<file path="src/hw/rtl/infix_to_postfix_converter_macros.svh">
// Assertion macros shared by the converter RTL.
`ifndef INFIX_TO_POSTFIX_CONVERTER_MACROS_SVH
`define INFIX_TO_POSTFIX_CONVERTER_MACROS_SVH

// A condition that must hold at every clock edge outside reset.
`define ITP_ASSERT_ALWAYS(label, cond, msg) \
    label: assert property (@(posedge clk) disable iff (!rst_n) (cond)) \
        else $error(msg);

// A trigger that must be followed by a condition in the next cycle.
`define ITP_ASSERT_NEXT(label, trig, cond, msg) \
    label: assert property (@(posedge clk) disable iff (!rst_n) (trig) |=> (cond)) \
        else $error(msg);

`endif

</file>
<file path="src/hw/rtl/itp_pkg.sv">
// Types, character constants and operator tables for the infix-to-postfix converter.
package itp_pkg;

    localparam int STACK_DEPTH_DEF = 16;

    localparam logic [7:0] CH_SPACE = 8'h20;
    localparam logic [7:0] CH_PLUS  = 8'h2B;
    localparam logic [7:0] CH_MINUS = 8'h2D;
    localparam logic [7:0] CH_STAR  = 8'h2A;
    localparam logic [7:0] CH_SLASH = 8'h2F;
    localparam logic [7:0] CH_PCT   = 8'h25;
    localparam logic [7:0] CH_CARET = 8'h5E;
    localparam logic [7:0] CH_OPEN  = 8'h28;
    localparam logic [7:0] CH_CLOSE = 8'h29;
    localparam logic [7:0] CH_ZERO  = 8'h30;
    localparam logic [7:0] CH_NINE  = 8'h39;
    localparam logic [7:0] CH_NUL   = 8'h00;

    typedef enum logic [2:0] {
        OP_ADD  = 3'd0,
        OP_SUB  = 3'd1,
        OP_MUL  = 3'd2,
        OP_DIV  = 3'd3,
        OP_MOD  = 3'd4,
        OP_POW  = 3'd5,
        OP_OPEN = 3'd6,
        OP_NONE = 3'd7
    } op_code_t;

    typedef enum logic [3:0] {
        S_IDLE,
        S_DECODE,
        S_OP_POP,
        S_OP_SP,
        S_PUSH,
        S_CLOSE_POP,
        S_CLOSE_OP,
        S_END_SP,
        S_END_CHAR
    } state_t;

    // Operator code of a character; '(' maps to the open code, anything else to none.
    function automatic op_code_t char_op(input logic [7:0] c);
        op_code_t r;
        case (c)
            CH_PLUS:  r = OP_ADD;
            CH_MINUS: r = OP_SUB;
            CH_STAR:  r = OP_MUL;
            CH_SLASH: r = OP_DIV;
            CH_PCT:   r = OP_MOD;
            CH_CARET: r = OP_POW;
            CH_OPEN:  r = OP_OPEN;
            default:  r = OP_NONE;
        endcase
        return r;
    endfunction

    function automatic logic [7:0] code_char(input op_code_t c);
        logic [7:0] r;
        case (c)
            OP_ADD:  r = CH_PLUS;
            OP_SUB:  r = CH_MINUS;
            OP_MUL:  r = CH_STAR;
            OP_DIV:  r = CH_SLASH;
            OP_MOD:  r = CH_PCT;
            OP_POW:  r = CH_CARET;
            OP_OPEN: r = CH_OPEN;
            default: r = CH_SPACE;
        endcase
        return r;
    endfunction

    function automatic logic [1:0] code_prec(input op_code_t c);
        logic [1:0] r;
        case (c)
            OP_ADD, OP_SUB:         r = 2'd1;
            OP_MUL, OP_DIV, OP_MOD: r = 2'd2;
            OP_POW:                 r = 2'd3;
            default:                r = 2'd0;
        endcase
        return r;
    endfunction

endpackage

</file>
<file path="src/hw/rtl/infix_to_postfix_converter.sv">
// Infix-to-postfix converter: operator stack driven by a small sequencer.
//
//   channel   handshake                  payload
//   item      item_valid / item_stall    action, char_code
//   result    result_valid / result_stall out_char, last_of_run, push_dropped
//
// An item is decoded in the cycle after it is taken. A digit or '(' is done in decode;
// an operator adds a pop and a space state per pop, then a push; a ')' a pop and an
// operator state per printed pop; an end-of-expression a space and a char per entry.
// Reset clears the stack count and the sequencer; stack entries are not cleared.
// The sequencer waits while the output register holds a stalled transfer, and
// item_stall stays high until the item has produced all of its results.
module infix_to_postfix_converter #(
    parameter int STACK_DEPTH = itp_pkg::STACK_DEPTH_DEF
) (
    input  logic       clk,
    input  logic       rst_n,
    input  logic       item_valid,
    output logic       item_stall,
    input  logic       action,
    input  logic [7:0] char_code,
    output logic       result_valid,
    input  logic       result_stall,
    output logic [7:0] out_char,
    output logic       last_of_run,
    output logic       push_dropped
);
    import itp_pkg::*;

    localparam int CNT_W = $clog2(STACK_DEPTH + 1);
    localparam int IDX_W = $clog2(STACK_DEPTH);

    state_t           state_reg, state_next;
    logic [CNT_W-1:0] count_reg, count_next;
    logic             action_reg;
    logic [7:0]       char_reg;
    logic             drop_reg, drop_next;
    op_code_t         pop_reg, pop_next;
    logic [2:0]       stack_mem [STACK_DEPTH];

    logic             res_valid_reg;
    logic [7:0]       res_char_reg;
    logic             res_last_reg;
    logic             res_drop_reg;

    logic             emit;
    logic [7:0]       emit_char;
    logic             emit_last;
    logic             emit_drop;
    logic             push_en;

    logic             accept;
    logic             can_emit;
    logic [CNT_W-1:0] cnt_m1;
    op_code_t         top_code;
    op_code_t         code_in;
    logic             is_digit;
    logic             stack_full;
    logic             pop_cond;
    logic             close_quiet;
    logic             close_more;
    logic             pop_state;
    logic             emit_stalled;

    assign accept     = item_valid && !item_stall;
    assign can_emit   = !res_valid_reg || !result_stall;
    assign cnt_m1     = count_reg - CNT_W'(1);
    assign top_code   = op_code_t'(stack_mem[cnt_m1[IDX_W-1:0]]);
    assign code_in    = char_op(char_reg);
    assign stack_full = (count_reg == CNT_W'(STACK_DEPTH));
    assign pop_cond   = (count_reg != '0) && (code_prec(top_code) >= code_prec(code_in));
    // A pop in a close run is silent when it hits '(' or empties the stack.
    assign close_quiet = (top_code == OP_OPEN) || (count_reg == CNT_W'(1));
    assign close_more  = (count_reg >= CNT_W'(2)) && (top_code != OP_OPEN);
    assign pop_state    = state_reg inside {S_OP_POP, S_CLOSE_POP, S_END_SP};
    assign emit_stalled = emit && result_stall;

    always_comb
    begin
        is_digit = char_reg inside {[CH_ZERO:CH_NINE]};
    end

    // Next-state logic.
    always_comb
    begin
        state_next = state_reg;
        case (state_reg)
            S_IDLE:
            begin
                if (accept)
                begin
                    state_next = S_DECODE;
                end
            end
            S_DECODE:
            begin
                if (action_reg)
                begin
                    if (can_emit)
                    begin
                        state_next = (count_reg == '0) ? S_IDLE : S_END_SP;
                    end
                end
                else if (is_digit)
                begin
                    if (can_emit)
                    begin
                        state_next = S_IDLE;
                    end
                end
                else if (code_in == OP_OPEN)
                begin
                    if (!stack_full || can_emit)
                    begin
                        state_next = S_IDLE;
                    end
                end
                else if (code_in != OP_NONE)
                begin
                    if (can_emit)
                    begin
                        state_next = pop_cond ? S_OP_POP : S_PUSH;
                    end
                end
                else if (char_reg == CH_CLOSE && count_reg != '0)
                begin
                    state_next = S_CLOSE_POP;
                end
                else
                begin
                    state_next = S_IDLE;
                end
            end
            S_OP_POP:
            begin
                if (can_emit)
                begin
                    state_next = S_OP_SP;
                end
            end
            S_OP_SP:
            begin
                if (can_emit)
                begin
                    state_next = pop_cond ? S_OP_POP : S_PUSH;
                end
            end
            S_PUSH:
            begin
                state_next = S_IDLE;
            end
            S_CLOSE_POP:
            begin
                if (close_quiet)
                begin
                    state_next = S_IDLE;
                end
                else if (can_emit)
                begin
                    state_next = S_CLOSE_OP;
                end
            end
            S_CLOSE_OP:
            begin
                if (can_emit)
                begin
                    state_next = (count_reg != '0) ? S_CLOSE_POP : S_IDLE;
                end
            end
            S_END_SP:
            begin
                if (can_emit)
                begin
                    state_next = S_END_CHAR;
                end
            end
            S_END_CHAR:
            begin
                if (can_emit)
                begin
                    state_next = (count_reg == '0) ? S_IDLE : S_END_SP;
                end
            end
            default:
            begin
                state_next = S_IDLE;
            end
        endcase
    end

    // Output and datapath control.
    always_comb
    begin
        emit       = 1'b0;
        emit_char  = CH_SPACE;
        emit_last  = 1'b0;
        emit_drop  = drop_reg;
        push_en    = 1'b0;
        count_next = count_reg;
        drop_next  = drop_reg;
        pop_next   = pop_reg;
        item_stall = (state_reg != S_IDLE);
        case (state_reg)
            S_IDLE:
            begin
                if (accept)
                begin
                    drop_next = 1'b0;
                end
            end
            S_DECODE:
            begin
                if (action_reg)
                begin
                    emit      = can_emit;
                    emit_last = (count_reg == '0);
                end
                else if (is_digit)
                begin
                    emit      = can_emit;
                    emit_char = char_reg;
                    emit_last = 1'b1;
                end
                else if (code_in == OP_OPEN)
                begin
                    if (stack_full)
                    begin
                        emit      = can_emit;
                        emit_char = CH_NUL;
                        emit_last = 1'b1;
                        emit_drop = 1'b1;
                        drop_next = 1'b1;
                    end
                    else
                    begin
                        push_en    = 1'b1;
                        count_next = count_reg + CNT_W'(1);
                    end
                end
                else if (code_in != OP_NONE)
                begin
                    // The push can only fail when nothing is popped first.
                    emit      = can_emit;
                    emit_last = !pop_cond;
                    emit_drop = stack_full && !pop_cond;
                    drop_next = stack_full && !pop_cond;
                end
            end
            S_OP_POP:
            begin
                emit      = can_emit;
                emit_char = code_char(top_code);
                if (can_emit)
                begin
                    count_next = cnt_m1;
                end
            end
            S_OP_SP:
            begin
                emit      = can_emit;
                emit_last = !pop_cond;
            end
            S_PUSH:
            begin
                if (!drop_reg)
                begin
                    push_en    = 1'b1;
                    count_next = count_reg + CNT_W'(1);
                end
            end
            S_CLOSE_POP:
            begin
                if (close_quiet)
                begin
                    count_next = cnt_m1;
                end
                else if (can_emit)
                begin
                    emit       = 1'b1;
                    count_next = cnt_m1;
                    pop_next   = top_code;
                end
            end
            S_CLOSE_OP:
            begin
                emit      = can_emit;
                emit_char = code_char(pop_reg);
                emit_last = !close_more;
            end
            S_END_SP:
            begin
                emit = can_emit;
                if (can_emit)
                begin
                    count_next = cnt_m1;
                    pop_next   = top_code;
                end
            end
            S_END_CHAR:
            begin
                emit      = can_emit;
                emit_char = code_char(pop_reg);
                emit_last = (count_reg == '0);
            end
            default:
            begin
            end
        endcase
    end

    always_ff @(posedge clk or negedge rst_n)
    begin
        if (!rst_n)
        begin
            state_reg     <= S_IDLE;
            count_reg     <= '0;
            res_valid_reg <= 1'b0;
            drop_reg      <= 1'b0;
        end
        else
        begin
            state_reg <= state_next;
            count_reg <= count_next;
            drop_reg  <= drop_next;
            if (emit)
            begin
                res_valid_reg <= 1'b1;
            end
            else if (!result_stall)
            begin
                res_valid_reg <= 1'b0;
            end
        end
    end

    always_ff @(posedge clk)
    begin
        pop_reg <= pop_next;
        if (accept)
        begin
            action_reg <= action;
            char_reg   <= char_code;
        end
        if (emit)
        begin
            res_char_reg <= emit_char;
            res_last_reg <= emit_last;
            res_drop_reg <= emit_drop;
        end
        if (push_en)
        begin
            stack_mem[count_reg[IDX_W-1:0]] <= code_in;
        end
    end

    assign result_valid = res_valid_reg;
    assign out_char     = res_char_reg;
    assign last_of_run  = res_last_reg;
    assign push_dropped = res_drop_reg;

`include "infix_to_postfix_converter_macros.svh"

    `ITP_ASSERT_ALWAYS(a_count_range, count_reg <= CNT_W'(STACK_DEPTH), "stack count overflow")
    `ITP_ASSERT_ALWAYS(a_pop_nonempty, !pop_state || count_reg != '0, "pop from empty stack")
    `ITP_ASSERT_NEXT(a_accept_decode, accept, state_reg == S_DECODE, "accepted item not decoded")
    `ITP_ASSERT_NEXT(a_emit_holds, emit_stalled, out_char == $past(emit_char), "result lost")

endmodule

</file>
<file path="config.mk">
export PLATFORM = sky130hd
export DESIGN_NAME = infix_to_postfix_converter
export DESIGN_NICKNAME = d
export VERILOG_FILES = /design/src/hw/rtl/itp_pkg.sv /design/src/hw/rtl/infix_to_postfix_converter.sv
export VERILOG_INCLUDE_DIRS = /design/src /design/src/hw/rtl
export SDC_FILE = /design/constraint.sdc
export NUM_CORES = 1
export LEC_CHECK = 0
export ABC_CLOCK_PERIOD_IN_PS = 4700
export BUFFER_PORTS_ARGS = -buffer_cell sky130_fd_sc_hd__buf_4
export CAP_MARGIN = 0
export CORE_UTILIZATION = 64
export CTS_BUF_LIST = sky130_fd_sc_hd__clkbuf_4
export DETAILED_ROUTE_END_ITERATION = 8
export PLACE_DENSITY_LB_ADDON = 0.3
export REMOVE_ABC_BUFFERS = 1
export SLEW_MARGIN = 25
export SYNTH_ARGS = -nofsm -noshare
export SYNTH_HDL_FRONTEND = slang
export SYNTH_SLANG_ARGS = --single-unit
export TNS_END_PERCENT = 20
</file>
<file path="constraint.sdc">
create_clock -name clk -period 4.7 [get_ports clk]
set_clock_uncertainty 0.2 [all_clocks]
set_input_delay 0.94 -clock clk [delete_from_list [all_inputs] [get_ports clk]]
set_output_delay 0.94 -clock clk [all_outputs]
set_load 0.01 [all_outputs]
</file>
## After elaboration in Yosys (flattened, before gate mapping)

Memories as Yosys holds them, arrays and structs flattened.
Index checks and enable logic that the tools add are counted.

| cells by class | value |
|---|---|
| add/sub/neg operators | 2 |
| magnitude comparators | 4 |
| eq/ne operators | 52 |
| mux-type cells | 72 |
| reductions and logical operators | 36 |

Operators with widths:

| kind | number |
|---|---|
| $pmux W7 S7 | 2 |
| $eq A8 B6 Y1 const B | 7 |
| $mux W4 | 14 |
| $mux W5 | 7 |
| $pmux W4 S8 | 1 |
| $mux W1 | 28 |
| $eq A3 B3 Y1 const B | 9 |
| $pmux W8 S3 | 1 |
| $pmux W3 S7 | 1 |
| $ne A2 B2 Y1 const B | 10 |
| $pmux W5 S4 | 1 |
| $eq A3 B2 Y1 const B | 6 |
| $mux W3 | 6 |
| $eq A4 B3 Y1 const B | 4 |
| $mux W8 | 2 |
| $mux W6 | 2 |
| $pmux W2 S3 | 2 |
| $eq A3 B1 Y1 const B | 3 |
| $logic_not A3 Y1 | 3 |
| $ne A3 B3 Y1 const B | 3 |
| $eq A4 B2 Y1 const B | 2 |
| $eq A8 B7 Y1 const B | 1 |
| $ge A8 B6 Y1 const B | 1 |
| $le A8 B6 Y1 const B | 1 |
| other kinds (29) | 49 |

| word-level totals | value |
|---|---|
| flip-flop bits (word level) | 33 |
| bits in writable memories | 48 |
| input bits | 13 |
| output and inout port bits | 12 |
| logic and storage cells | 177 |
| memories | 1 |

Memory list:

| name | depth | bits a word | rd ports | clocked after Yosys merged registers in | write ports | line | RTL |
|---|---|---|---|---|---|---|---|
| stack_mem | 16 | 3 | 1 | 0 | 1 | infix_to_postfix_converter.sv:39 | `logic [2:0] stack_mem [STACK_DEPTH];` |

## Longest topological paths before layout

| depth | value |
|---|---|
| word-level depth | 14 |
| mapped depth | 18 |
| gate-level depth less buffers | 15 |

## Least setup slack after synthesis

OpenSTA, ideal clock, no wires.

| timing path | value |
|---|---|
| kind | register to register |
| start point | register count_reg[0] |
| end point | register res_drop_reg, in the netlist push_dropped, data pin |
| setup time | 0.274 ns |
| arrival | 3.513 ns |
| data required time | 4.226 ns |
| slack | 0.713 ns |
| cell stages (with the launch flop) | 16 |
| path buffers | 1 |
| period minus slack after synthesis | 3.987 ns |
| cells stage by stage | dfrtp_1 buf_4 inv_1 ha_1 xnor2_2 mux2_2 nor4_4 o31a_4 nand2_1 ha_1 nand2b_1 a21oi_1 or2_2 a311oi_1 nor3b_1 a2bb2oi_1 |

| between the ends | value |
|---|---|
| cells in the longest elaborated chain, start to end | 14 |
| elaborated cells between the ends (all ways) | 23 |
| classes of those cells | add/sub: 1; order compare: 1; eq/ne: 6; mux: 7; reduce/logical: 7; memory: 1 |

Ends and longest elaborated chain:

| element | line | RTL |
|---|---|---|
| start: declaration | infix_to_postfix_converter.sv:34 | `logic [CNT_W-1:0] count_reg, count_next;` |
| start signal: assignment | infix_to_postfix_converter.sv:323 | `count_reg <= count_next;` |
| $sub A5 B1 Y5 | infix_to_postfix_converter.sv:67 | `assign cnt_m1 = count_reg - CNT_W'(1);` |
| $mem_v2 Z16 W3 | - |  |
| $eq A3 B3 Y1, or another cell as far along | itp_pkg.sv:75 | `case (c)` |
| $reduce_or A3 Y1 / $reduce_or A2 Y1 (equally long branches) | itp_pkg.sv:75 |  |
| $pmux W2 S3 | itp_pkg.sv:75 |  |
| $ge A2 B2 Y1 | infix_to_postfix_converter.sv:71 | `assign pop_cond = (count_reg != '0) && (code_prec(top_code) >= code_prec(code_in));` |
| $logic_and A1 B1 Y1 | infix_to_postfix_converter.sv:71 |  |
| $logic_not A1 Y1 | infix_to_postfix_converter.sv:245 | `emit_drop = stack_full && !pop_cond;` |
| $logic_and A1 B1 Y1 | infix_to_postfix_converter.sv:245 |  |
| $mux W1 | - |  |
| $mux W1 * | infix_to_postfix_converter.sv:224 | `else if (code_in == OP_OPEN)` |
| $mux W1 * | - |  |
| $mux W1 * | infix_to_postfix_converter.sv:213 | `if (action_reg)` |
| $mux W1 * | infix_to_postfix_converter.sv:203 | `case (state_reg)` |
| named net emit_drop | infix_to_postfix_converter.sv:49 | `logic emit_drop;` |
| end signal: assignment | infix_to_postfix_converter.sv:348 | `res_drop_reg <= emit_drop;` |
| end: declaration | infix_to_postfix_converter.sv:44 | `logic res_drop_reg;` |

The timed path passes the listed nets; every way through them passes the cells marked *.
A chain may end at the register's enable or synchronous reset.

## Final worst setup path

| timing path | value |
|---|---|
| start point | register count_reg[1] |
| end point | register res_last_reg, in the netlist last_of_run, data pin |

| between the ends | value |
|---|---|
| cells in the longest elaborated chain, start to end | 13 |
| elaborated cells between the ends (all ways) | 27 |
| classes of those cells | add/sub: 1; order compare: 2; eq/ne: 7; mux: 7; reduce/logical: 9; memory: 1 |

Ends and longest elaborated chain:

| element | line | RTL |
|---|---|---|
| $sub A5 B1 Y5 | infix_to_postfix_converter.sv:67 |  |
| $mem_v2 Z16 W3 | - |  |
| $eq A3 B3 Y1, or another cell as far along | itp_pkg.sv:75 |  |
| $reduce_or A3 Y1 / $reduce_or A2 Y1 (equally long branches) | itp_pkg.sv:75 |  |
| $pmux W2 S3 | itp_pkg.sv:75 |  |
| $ge A2 B2 Y1 | infix_to_postfix_converter.sv:71 |  |
| $logic_and A1 B1 Y1 | infix_to_postfix_converter.sv:71 |  |
| $logic_not A1 Y1 | infix_to_postfix_converter.sv:244, infix_to_postfix_converter.sv:261 |  |
| $mux W1 | infix_to_postfix_converter.sv:240 | `else if (code_in != OP_NONE)` |
| $mux W1 | infix_to_postfix_converter.sv:224 |  |
| $mux W1 | infix_to_postfix_converter.sv:218 | `else if (is_digit)` |
| $mux W1 | infix_to_postfix_converter.sv:213 |  |
| $pmux W1 S4 * | infix_to_postfix_converter.sv:203 |  |
| named net emit_last | infix_to_postfix_converter.sv:48 | `logic emit_last;` |
| end signal: assignment | infix_to_postfix_converter.sv:347 | `res_last_reg <= emit_last;` |
| end: declaration | infix_to_postfix_converter.sv:43 | `logic res_last_reg;` |

Marks and branches as above.

==> summary.txt <==
Outcome
  • Status: complete, no violations

Synthesis
  • Avg Inst Size Synth: 11.0 um^2
  • Synth unique cells: 74
  • Top FF cell, synth: edfxtp_1
  • Synthesized flop and latch total: between 80 and 90
  • Ys Warns: 0
  • Share of synthesized registers carrying an async set or reset: between 10% and 20%
  • Mapped cell area: 4680 um^2
  • Register area share after synthesis: 50.8%
  • Number of flops mapped to enable cells by yosys: 70
  • Post-synthesis instance total: approximately 420

Cells and area
  • Max reg flops: 48
  • Area grow syn2layout: 7.99%
  • Final nets: roughly 460
  • Fill cells: 509
  • Reg area: 2380 um^2
  • Finished Cell Area: 5060 um^2
  • ANT cells: 0
  • Layout cells sized above 1: 18.9%
  • Multi-input gate area: 2150 um^2

Placed design
  • IO buf count: 24
  • Dpl hpwl: 7.44 mm
  • GP Congestion: 0.946
  • Dpl cell area: 4920 um^2

Worst setup path
  • Kind of critical path: reg2reg
  • WP data arrival: between 4000 and 5000 ps
  • Crit path launch type: register
  • Crit Path Max Fanout: 10
  • Worst R2R Setup Slack: approximately 280 ps
  • Worst EP required: 4770 ps
  • CP Capture Type: register

Timing
  • Tightest Pin Transition: 786 ps
  • Final worst path period need: 4420 ps
  • Setup Viol. Count Final: 0
  • Fin. max-slew vios: 0
  • Fmax: 226 MHz
  • Hold Vio Cnt, Final: 0
  • Tcrit/Tclk final: around 94%
  • RSZ-0062 raised after global routing: false
  • Final setup TNS: 0 ps
  • Max-slew headroom: 46.9%

GRT
  • Total grt overflow: 0
  • Vias in the first global route: approximately 3300
  • GR Util All Layers: 28.1%
  • Largest net degree at the start of global routing: 32
  • Global-route wire length before repair: 16.0 mm
  • Initial antenna violation count: 0

Detailed routing
  • Drt drc: 0
  • Number of DRC markers in iteration 0: 461
  • Iteration count of the initial detailed-routing pass: 6
  • Post-Route WL: 10.1 mm
  • Post-route ant nets: 0
  • Via count: 3529
  • Avg WL per Cell: 18.6 um
  • Drt via density: 6.48

Worst hold path
  • Worst Hold Class: in2async

Floorplanning
  • Initial core utilization: 67.4%
  • Total core area: 6940 um^2
  • Die area: around 7700 um^2
  • Die Height: 87.5 um
  • I/O Pins: 25
  • Die X: slightly below 90 um
  • FP Rows: 30

Clocking
  • Clk Latency, worst-skew pair: 430 ps
  • CTS root buf: clkbuf_4
  • Clock transition at path regs: 130 ps
  • Num CTS Buffers: 9
  • Post_cts resized: 0
  • Sink Count: 81
  • H-tree lvl count: 3
  • CTS tree: done
  • CTS Buffer Depth: 2
  • Post-CTS setup buffers: 0
  • Hold buffers post-CTS: 0

Pwr
  • Pleak: 1.87 nW
  • Power per cell area: a little over 700 nW/um^2
  • VDD IR max: 0.000308 V

Flow run
  • Max Cap Viol: 0
## worst max-delay path, stage by stage (launching register included)
cell and delay, ps:
dfrtp_1 500, inv_1 150, ha_1 300, xnor2_2 490, mux2_2 430, nor4_4 430
o31a_4 240, nand2_1 70, ha_1 290, nand2b_1 140, a21oi_1 190, nor2_1 120
o311a_1 330, nor3_1 140, nor2_1 60, o221ai_1 170
## path summary, 6_finish.rpt
check	startpoint	to	cells after the start
max in group asynchronous	rst_n	count_reg[4]$_DFFE_PN0P_	1
max reg2reg	count_reg[1]$_DFFE_PN0P_	last_of_run$_DFFE_PP_	15
min reg2reg	drop_reg$_DFFE_PN0P_	drop_reg$_DFFE_PN0P_	2
min in group clk	char_code[0]	char_reg[0]$_DFFE_PP_	1
max	count_reg[1]$_DFFE_PN0P_	last_of_run$_DFFE_PP_	15
min	rst_n	state_reg[3]$_DFFE_PN0P_	1
## synthesized netlist by cell type (4+ instances only)
| master | count | area, um^2 |
|---|---|---|
| clkbuf_1 | 15 | 56.3 |
| o221ai_1 | 5 | 43.8 |
| nand3_1 | 11 | 55.1 |
| inv_1 | 15 | 56.3 |
| ha_1 | 7 | 87.6 |
| edfxtp_1 | 70 | 2100 |
| mux2_2 | 5 | 56.3 |
| a31oi_1 | 7 | 43.8 |
| nand2_1 | 36 | 135 |
| mux2i_1 | 14 | 140 |
| a21oi_1 | 17 | 85.1 |
| nor3b_1 | 9 | 67.6 |
| nor2b_1 | 5 | 31.3 |
| o22ai_1 | 4 | 25.0 |
| and2_1 | 6 | 37.5 |
| o211ai_1 | 7 | 52.6 |
| xnor2_1 | 4 | 35.0 |
| nor3_1 | 15 | 75.1 |
| nand3b_1 | 8 | 60.1 |
| mux4_2 | 6 | 135 |
| o21ai_0 | 18 | 90.1 |
| xor2_1 | 4 | 35.0 |
| dfrtp_1 | 11 | 275 |
| nor4_1 | 4 | 25.0 |
| nor2_1 | 45 | 169 |
## where the power goes
part	total, mW	internal, mW	switching, mW
combinational	2.17	0.916	1.25
clock	0.374	0.124	0.249
sequential	1.11	0.953	0.160
## per-layer routing
metal  vias up  global-route usage (%)  part of all wire, %
li1       1645                       -                    -
met1      1694                    42.0                   44
met2       180                    41.3                   45
met3        10                    6.03                  9.2
met4         0                    9.09                  1.1
met5         -                       0                    0
## stage by stage
step                      utilization, %  setup WS (ps)  total power [mW]  instances  hold slack, ps
after floorplan                        -           -116              2.72        403             426
after global placement              70.9            507              3.22        529             496
after detailed placement            70.9            350              3.26        529             509
after CTS                           72.7            317              3.64        545             119
after global routing                72.8           16.0              3.90        545             112
final                               72.8            277              3.66        545             126
## kinds of logic (layout without fill, tap and decap cells)
family / after synthesis / count (layout) / synth area share (%)
buffers and inverters: 38 / 63 / 3.58
AOI/OAI and AO/OA: 97 / 97 / 15.0
xor gates and xnor gates: 10 / 10 / 2.19
other: 1 / 1 / 0.0801
DFF: 81 / 81 / 50.8
and+or+nand+nor: 164 / 164 / 18.9
adders and majority gates: 7 / 7 / 1.87
muxes: 26 / 26 / 7.56
## area by class of cell
type	instances	share of cell area [%]
Clock inverter	5	0.792
Tap cell	96	2.38
Multi-Input combinational cell	305	42.5
Inverter	17	1.26
Sequential cell	81	47.0
Timing Repair Buffer	30	4.45
Clock buffer	11	1.63
## placed cells by master (no fill, tap or decap), types with 4 or more instances in the layout
master / synthesis / layout
nand2_1: 36 / 36
dfrtp_1: 11 / 11
o221ai_1: 5 / 5
ha_1: 7 / 7
o211ai_1: 7 / 7
nor3b_1: 9 / 9
mux2i_1: 14 / 14
clkbuf_4: 0 / 11
nand3b_1: 8 / 8
nand3_1: 11 / 11
inv_1: 15 / 15
mux4_2: 6 / 6
xor2_1: 4 / 4
nor4_1: 4 / 4
nor2b_1: 5 / 5
o22ai_1: 4 / 4
and2_1: 6 / 6
mux2_2: 5 / 5
nor3_1: 15 / 15
a31oi_1: 7 / 6
o21ai_0: 18 / 17
a21oi_1: 17 / 17
nor2_1: 45 / 45
buf_4: 2 / 30
xnor2_1: 4 / 4
edfxtp_1: 70 / 70
Power figures use the tool's default switching activity.
